## config.mk

```make
export PLATFORM = sky130hd
export DESIGN_NAME = fmrc_cell
export DESIGN_NICKNAME = d
export VERILOG_FILES = /design/src/rtl/fmrc_pkg.sv /design/src/rtl/fmrc_cell.sv
export SDC_FILE = /design/constraint.sdc
export NUM_CORES = 1
export LEC_CHECK = 0
export ABC_AREA = 1
export CORE_UTILIZATION = 55
export CTS_CLUSTER_DIAMETER = 120
export DETAILED_ROUTE_END_ITERATION = 8
export DONT_BUFFER_PORTS = 1
export HOLD_SLACK_MARGIN = 0.03
export MAX_ROUTING_LAYER = met4
export PLACE_DENSITY_LB_ADDON = 0.12
export SYNTH_ARGS = -nofsm -noshare
export SYNTH_HDL_FRONTEND = slang
export SYNTH_SLANG_ARGS = --single-unit
export TNS_END_PERCENT = 20
```

## constraint.sdc

```tcl
create_clock -name clock -period 25.3 [get_ports clock]
set_input_delay 1.265 -clock clock [delete_from_list [all_inputs] [get_ports clock]]
set_output_delay 1.265 -clock clock [all_outputs]
set_load 0.03 [all_outputs]
```

## src/rtl/fmrc_pkg.sv

```systemverilog
// ----------------------------------------------------------------------------
// fmrc_pkg
// Types and constants shared by the rule classifier chain.
// ----------------------------------------------------------------------------
package fmrc_pkg;

   localparam int IDX_W   = 6;
   localparam int ADDR_W  = 32;
   localparam int PORTS_W = 32;
   localparam int PORT_W  = 16;
   localparam int PROTO_W = 8;

   typedef enum logic [1:0] {
      CMD_CLASSIFY   = 2'd0,
      CMD_WRITE      = 2'd1,
      CMD_INVALIDATE = 2'd2,
      CMD_CLEAR      = 2'd3
   } cmd_type;

   typedef struct packed {
      logic               vld;
      cmd_type            cmd;
      logic [IDX_W-1:0]   index;
      logic [ADDR_W-1:0]  src_addr;
      logic [ADDR_W-1:0]  src_mask;
      logic [ADDR_W-1:0]  dst_addr;
      logic [ADDR_W-1:0]  dst_mask;
      logic [PORTS_W-1:0] src_ports;
      logic [PORTS_W-1:0] dst_ports;
      logic [PROTO_W-1:0] protocol;
      logic               rule_accept;
      logic               rule_log;
      logic               found;
      logic [IDX_W-1:0]   hit_index;
      logic               hit_accept;
      logic               hit_log;
   } beat_type;

   function automatic logic port_in_range(input logic [PORTS_W-1:0] ports,
                                          input logic [PORTS_W-1:0] range);
      logic [PORT_W-1:0] p;
      p = ports[PORT_W-1:0];
      return (p >= range[PORTS_W-1:PORT_W]) && (p <= range[PORT_W-1:0]);
   endfunction

endpackage

```

## src/rtl/fmrc_cell.sv

```systemverilog
// ----------------------------------------------------------------------------
// fmrc_cell
// One rule slot: holds the rule, matches the passing beat, updates itself.
// ----------------------------------------------------------------------------
module fmrc_cell #(
   parameter int CELL_ID = 0
) (
   input  logic              clock,
   input  logic              reset,
   input  logic              advance,
   input  fmrc_pkg::beat_type beat_in,
   output fmrc_pkg::beat_type beat_out
);

   logic                             valid_ff;
   logic [fmrc_pkg::ADDR_W-1:0]      sa_ff, sm_ff, da_ff, dm_ff;
   logic [fmrc_pkg::PORTS_W-1:0]     sr_ff, dr_ff;
   logic [fmrc_pkg::PROTO_W-1:0]     proto_ff;
   logic                             acc_ff, log_ff;
   fmrc_pkg::beat_type               beat_ff, beat_in_nxt;
   logic                             hit, sel;

   assign sel = (32'(beat_in.index) == CELL_ID);

   always_comb begin
      hit = valid_ff
         && ((beat_in.src_addr & sm_ff) == (sa_ff & sm_ff))
         && ((beat_in.dst_addr & dm_ff) == (da_ff & dm_ff))
         && fmrc_pkg::port_in_range(beat_in.src_ports, sr_ff)
         && fmrc_pkg::port_in_range(beat_in.dst_ports, dr_ff)
         && ((proto_ff == '0) || (proto_ff == beat_in.protocol));
      beat_in_nxt = beat_in;
      if (beat_in.cmd == fmrc_pkg::CMD_CLASSIFY && !beat_in.found && hit) begin
         beat_in_nxt.found      = 1'b1;
         beat_in_nxt.hit_index  = fmrc_pkg::IDX_W'(CELL_ID);
         beat_in_nxt.hit_accept = acc_ff;
         beat_in_nxt.hit_log    = log_ff;
      end
   end

   always_ff @(posedge clock) begin
      if (reset) begin
         valid_ff    <= 1'b0;
         beat_ff.vld <= 1'b0;
      end else if (advance) begin
         beat_ff <= beat_in_nxt;
         if (beat_in.vld) begin
            case (beat_in.cmd)
               fmrc_pkg::CMD_WRITE: begin
                  if (sel) begin
                     valid_ff <= 1'b1;
                     sa_ff    <= beat_in.src_addr;
                     sm_ff    <= beat_in.src_mask;
                     da_ff    <= beat_in.dst_addr;
                     dm_ff    <= beat_in.dst_mask;
                     sr_ff    <= beat_in.src_ports;
                     dr_ff    <= beat_in.dst_ports;
                     proto_ff <= beat_in.protocol;
                     acc_ff   <= beat_in.rule_accept;
                     log_ff   <= beat_in.rule_log;
                  end
               end
               fmrc_pkg::CMD_INVALIDATE: begin
                  if (sel) valid_ff <= 1'b0;
               end
               fmrc_pkg::CMD_CLEAR: valid_ff <= 1'b0;
               default: ;
            endcase
         end
      end
   end

   assign beat_out = beat_ff;

endmodule

```

# Yosys cells after proc, flatten, opt, wreduce, memory -nomap -nowiden
# Cells that the tools add are included.
# word_totals
elab_cells	65
out_inout_bits	220
ff_bits	423
# op_classes
eq_ne	8
n_bitwise	5
muxes	4
order_cmp	4
n_reduce_logical	18
# op_table
operator	n
$and 32x32->32	4
$eq 32x32->1	2
$ge 16x16->1	2
$le 16x16->1	2
$reduce_and 5->1	2
$logic_and 1x1->1	9
$eq 8x8->1	1
$logic_not 8->1	1
$logic_not 6->1	1
$eq 2x2->1 const B	2
$ne 2x2->1 const B	2
$pmux 1 s3	1
$reduce_bool 3->1	1
$eq 2x1->1 const B	1
$logic_not 2->1	1
$mux 1	2
$mux 2	1
$reduce_and 2->1	1
$logic_not 1->1	1
$logic_or 1x1->1	1
$not 1->1	1

# Logic depth before layout (Yosys ltp)
# depth
word_depth	9
ltp_mapped	17

# Least setup slack after synthesis
# No wires, ideal clock.
# synth_timing
path_type	input port to flip-flop
start	input port advance
end	register acc_ff (enable)
required_ps	24285
cell_stages	4
arrival_time_ps	24770
setup_ps	1015
n_path_buf	0
setup_slack_ps	-485
path_cell_list	inv_1 -> nor2_1 -> nand3_1 -> nor3_1
# synth_between
elab_chain_len	1
# synth_rtl
element	line	rtl
start: declaration	fmrc_cell.sv:10	input logic advance,
$reduce_and 5->1 (no line)	-	
end signal: assignment	fmrc_cell.sv:59	acc_ff <= beat_in.rule_accept;
end: declaration	fmrc_cell.sv:19	logic acc_ff, log_ff;
# Every way passes these cells.
# A chain may end at the register's enable or synchronous reset.

# Worst setup path after layout
# layout_timing
start	input port advance
end	register dr_ff[21] (netlist name) (enable)
# layout_between
elab_chain_len	1
# layout_rtl
element	line	rtl
$reduce_and 5->1 (no line)	-	
end signal: assignment	fmrc_cell.sv:57	dr_ff <= beat_in.dst_ports;
end: declaration	fmrc_cell.sv:17	logic [fmrc_pkg::PORTS_W-1:0] sr_ff, dr_ff;
# Every way passes these cells.

==> impl_metrics.xml <==
<?xml version="1.0" encoding="UTF-8"?>
<metrics>
  <group name="run_status">
    <metric name="status" unit="">complete, no violations</metric>
  </group>
  <group name="die">
    <metric name="ios" unit="">443</metric>
    <metric name="core.rowCount" unit="">62</metric>
    <metric name="y_dimension_of_the_die" unit="µm">173.1</metric>
    <metric name="initial_core_util" unit="">0.5596</metric>
    <metric name="floorplan.core_area" unit="µm²">28780</metric>
    <metric name="die_x" unit="µm">173.1</metric>
    <metric name="dieArea" unit="µm²">29970</metric>
  </group>
  <group name="clock_network">
    <metric name="cts_hold_buf" unit="">0</metric>
    <metric name="clock_path_buffers" unit="">3</metric>
    <metric name="cts.reportedPaths.clkPinSlew" unit="ns">0.06</metric>
    <metric name="cts_buffers" unit="">42</metric>
    <metric name="root_buffer" unit="">sky130_fd_sc_hd__clkbuf_16</metric>
    <metric name="clock_sinks" unit="">423</metric>
    <metric name="clock_insertion_delay_worst_skew" unit="ns">0.53</metric>
    <metric name="cts_tree" unit="">yes</metric>
    <metric name="cts_max_level" unit="">2</metric>
    <metric name="ctsResizeCount" unit="">0</metric>
    <metric name="post-cts-setup-buffer-count" unit="">0</metric>
  </group>
  <group name="worst_setup_path">
    <metric name="worst_setup_path_end_kind" unit="">register</metric>
    <metric name="criticalPathCategory" unit="">primary input to register</metric>
    <metric name="crit_fanout" unit="">202</metric>
    <metric name="worstPathArrival" unit="ns">3.17</metric>
    <metric name="critical_path.startpoint_type" unit="">primary input</metric>
    <metric name="ff2ff_setup_slack" unit="ns">23.07</metric>
    <metric name="crit_required" unit="ns">25.43</metric>
  </group>
  <group name="drt">
    <metric name="detail_route.vias_per_cell" unit="">5.231</metric>
    <metric name="first_pass_iters" unit="">4</metric>
    <metric name="antenna_violating_nets_post_route" unit="">0</metric>
    <metric name="route.detailed.drc" unit="">0</metric>
    <metric name="detailroute.via_count" unit="">8197</metric>
    <metric name="wire_length_per_cell" unit="µm">19.33</metric>
    <metric name="postRouteWirelength" unit="mm">30.29</metric>
    <metric name="detail_route.iter0.violations" unit="">485</metric>
  </group>
  <group name="logic_synthesis">
    <metric name="total_standard_cell_area_after_synthesis" unit="µm²">16110</metric>
    <metric name="post_synth_num_cell_types" unit="">28</metric>
    <metric name="syn-instance-count" unit="">1104</metric>
    <metric name="syn_area_per_cell" unit="µm²">14.59</metric>
    <metric name="synth_top_cell_by_area" unit="">sky130_fd_sc_hd__edfxtp_1</metric>
    <metric name="synth_top_cell_area_share" unit="">0.7850</metric>
    <metric name="synth_seq_area_share" unit="">0.7874</metric>
    <metric name="syn_nets" unit="">1391</metric>
    <metric name="synth-seq-cells" unit="">423</metric>
    <metric name="yosysWarnings" unit="">0</metric>
    <metric name="post_synth_main_area_contributors" unit="">sky130_fd_sc_hd__edfxtp_1 (78%), sky130_fd_sc_hd__nand2_1 (5.5%), sky130_fd_sc_hd__ha_1 (5.0%), sky130_fd_sc_hd__inv_1 (3.9%), sky130_fd_sc_hd__nand3_1 (2.0%)</metric>
  </group>
  <group name="power">
    <metric name="static_leak" unit="nW">6.940</metric>
    <metric name="largest_voltage_drop_on_the_vdd_net" unit="mV">0.05408</metric>
    <metric name="total_switching_power" unit="W">0.0003265</metric>
    <metric name="intPower" unit="W">0.001174</metric>
    <metric name="p_per_area" unit="nW/µm²">83.23</metric>
    <metric name="combinationalPowerShare" unit="">0.018</metric>
    <metric name="seq_power_share" unit="">0.572</metric>
    <metric name="power.share.switching" unit="">0.2176</metric>
    <metric name="power.clock.fraction" unit="">0.410</metric>
  </group>
  <group name="sta">
    <metric name="final-setup-viol-count" unit="">0</metric>
    <metric name="slew-limit-headroom" unit="">0.2463</metric>
    <metric name="timing.final.crit_period" unit="ns">3.041</metric>
    <metric name="tns" unit="ns">0</metric>
    <metric name="rsz0062_at_grt" unit="">no</metric>
    <metric name="finalCritPeriodShare" unit="">0.1202</metric>
    <metric name="endpoints_failing_hold" unit="">0</metric>
    <metric name="worst_pin_slew" unit="ns">1.131</metric>
    <metric name="fmax" unit="GHz">0.3288</metric>
    <metric name="timing.hold.ws" unit="ns">0.5265</metric>
    <metric name="report.final.slew_viol_count" unit="">0</metric>
    <metric name="clock_skew" unit="ns">0.01223</metric>
  </group>
  <group name="finish">
    <metric name="antenna_diode_instance_count" unit="">0</metric>
    <metric name="final_net_count" unit="">1439</metric>
    <metric name="final_layout_size_suffix_gt1_frac" unit="">0.06509</metric>
    <metric name="area_growth_syn_to_layout" unit="%">11.95</metric>
    <metric name="final_cell_count_no_fill" unit="">1567</metric>
  </group>
  <group name="grt">
    <metric name="globalRouteOverflowTotal" unit="">0</metric>
    <metric name="antenna_found_initial" unit="">0</metric>
    <metric name="first_global_vias" unit="">8046</metric>
    <metric name="maximum_number_of_pins_on_one_net_before_global_route_repair" unit="">203</metric>
    <metric name="track_usage" unit="">0.2065</metric>
    <metric name="global_route_wire_length_before_repair" unit="mm">44.95</metric>
  </group>
  <group name="placed_design">
    <metric name="place.gp.congestion" unit="">0.8079</metric>
    <metric name="post-dp-hpwl" unit="mm">21.70</metric>
    <metric name="portBuffers" unit="">0</metric>
    <metric name="placed_cells_incl_taps" unit="">1492</metric>
  </group>
  <group name="run">
    <metric name="maxCapViolCount" unit="">0</metric>
  </group>
  <group name="worst_hold_path">
    <metric name="min_path_type" unit="">register to register</metric>
  </group>
</metrics>
sequential cells by signal, summed over array words and instances, names as in the netlist:
name      flops
acc_ff        1
beat_out    220
da_ff        32
dm_ff        32
dr_ff        32
log_ff        1
proto_ff      8
sa_ff        32
sm_ff        32
sr_ff        32
valid_ff      1
placed cells by master (no fill, tap or decap), types with 6 or more instances in the layout:
master / Yosys / layout
sky130_fd_sc_hd__a21oi_1: 33 / 33
sky130_fd_sc_hd__nand2_1: 237 / 237
sky130_fd_sc_hd__clkinvlp_4: 0 / 6
sky130_fd_sc_hd__edfxtp_1: 421 / 421
sky130_fd_sc_hd__clkinv_1: 1 / 10
sky130_fd_sc_hd__ha_1: 64 / 64
sky130_fd_sc_hd__or2_1: 14 / 14
sky130_fd_sc_hd__nor2_1: 51 / 50
sky130_fd_sc_hd__inv_1: 167 / 167
sky130_fd_sc_hd__o21ai_0: 10 / 10
sky130_fd_sc_hd__clkbuf_16: 0 / 45
sky130_fd_sc_hd__nand3_1: 64 / 64
worst paths after layout:
check                               start          end  cells past startpoint
worst min register to register   valid_ff     valid_ff                      2
worst max register to register  sr_ff[15]  beat_out[2]                     11
worst max-delay path              advance    dr_ff[21]                      5
worst min-delay path             valid_ff     valid_ff                      2
layer usage:
layer	vias up	part of all wire	track usage
met2	355	0.49	0.3406
met3	62	0.091	0.06574
li1	3914	-	-
met1	3866	0.39	0.2384
met5	-	0	-
met4	0	0.029	0.07227
final cells by class:
type,count,area [µm²]
Clock inverter,26,241.5
Sequential cell,423,12680
Clock buffer,49,1141
Inverter,169,634.4
Timing Repair Buffer,4,42.54
Tap cell,384,480.5
Fill cell,2092,10750
Multi-Input combinational cell,512,2808
critical path, stage by stage:
cell	delay (ns)
sky130_fd_sc_hd__inv_1	0.05
sky130_fd_sc_hd__nor2_4	0.49
sky130_fd_sc_hd__nand3_1	0.22
sky130_fd_sc_hd__nor3_4	0.20
sky130_fd_sc_hd__buf_12	0.73
power groups by stage:
stage,registers [W],logic [W],clock network [W]
final,0.000859,0.0000269,0.000615
after global routing,0.000860,0.0000315,0.000653
after global placement,0.000874,0.0000261,0
after floorplan,0.000874,0.0000210,0
after CTS,0.000860,0.0000275,0.000627
after detailed placement,0.000874,0.0000272,0
kinds of logic (layout without fill, tap and decap cells):
| group | count (synthesis) | in the layout | synth area share |
|---|---|---|---|
| XOR/XNOR | 3 | 3 | 0.001632 |
| flip-flops | 423 | 423 | 0.7874 |
| AO/OA/AOI/OAI | 53 | 53 | 0.01732 |
| adder cells (fa/ha/maj) | 64 | 64 | 0.04972 |
| AND/OR/NAND/NOR | 392 | 392 | 0.1045 |
| buffers and inverters | 169 | 248 | 0.03939 |
synthesized netlist by cell type:
cell type / count
sky130_fd_sc_hd__edfxtp_1: 421
sky130_fd_sc_hd__nand2_1: 237
sky130_fd_sc_hd__inv_1: 167
sky130_fd_sc_hd__ha_1: 64
sky130_fd_sc_hd__nand3_1: 64
sky130_fd_sc_hd__nor2_1: 51
sky130_fd_sc_hd__a21oi_1: 33
sky130_fd_sc_hd__or2_1: 14
sky130_fd_sc_hd__o21ai_0: 10
sky130_fd_sc_hd__o21ai_1: 5
sky130_fd_sc_hd__nand3_2: 4
sky130_fd_sc_hd__nand3b_1: 4
sky130_fd_sc_hd__nor3_1: 4
sky130_fd_sc_hd__or2_0: 4
sky130_fd_sc_hd__nand4_1: 3
sky130_fd_sc_hd__xnor2_1: 3
sky130_fd_sc_hd__dfxtp_1: 2
sky130_fd_sc_hd__nor2_2: 2
sky130_fd_sc_hd__nor4_1: 2
sky130_fd_sc_hd__o21a_1: 2
sky130_fd_sc_hd__a21boi_0: 1
sky130_fd_sc_hd__a21o_1: 1
sky130_fd_sc_hd__a311oi_1: 1
sky130_fd_sc_hd__and2_1: 1
sky130_fd_sc_hd__clkinv_1: 1
sky130_fd_sc_hd__inv_2: 1
sky130_fd_sc_hd__nand3_4: 1
sky130_fd_sc_hd__nor2_4: 1
metrics by stage:
step | util | power, W | cell area [µm²] | setup slack (ns)
global placement | 0.5784 | 0.0009001 | 16650 | 21.77
detailed placement | 0.5784 | 0.0009008 | 16650 | 21.75
CTS | 0.6265 | 0.001514 | 18030 | 22.32
finish | 0.6265 | 0.001501 | 18030 | 22.26
global route | 0.6265 | 0.001545 | 18030 | 22.06
floorplan | - | 0.0008952 | 16110 | 5.346
Power figures use the tool's default switching activity.
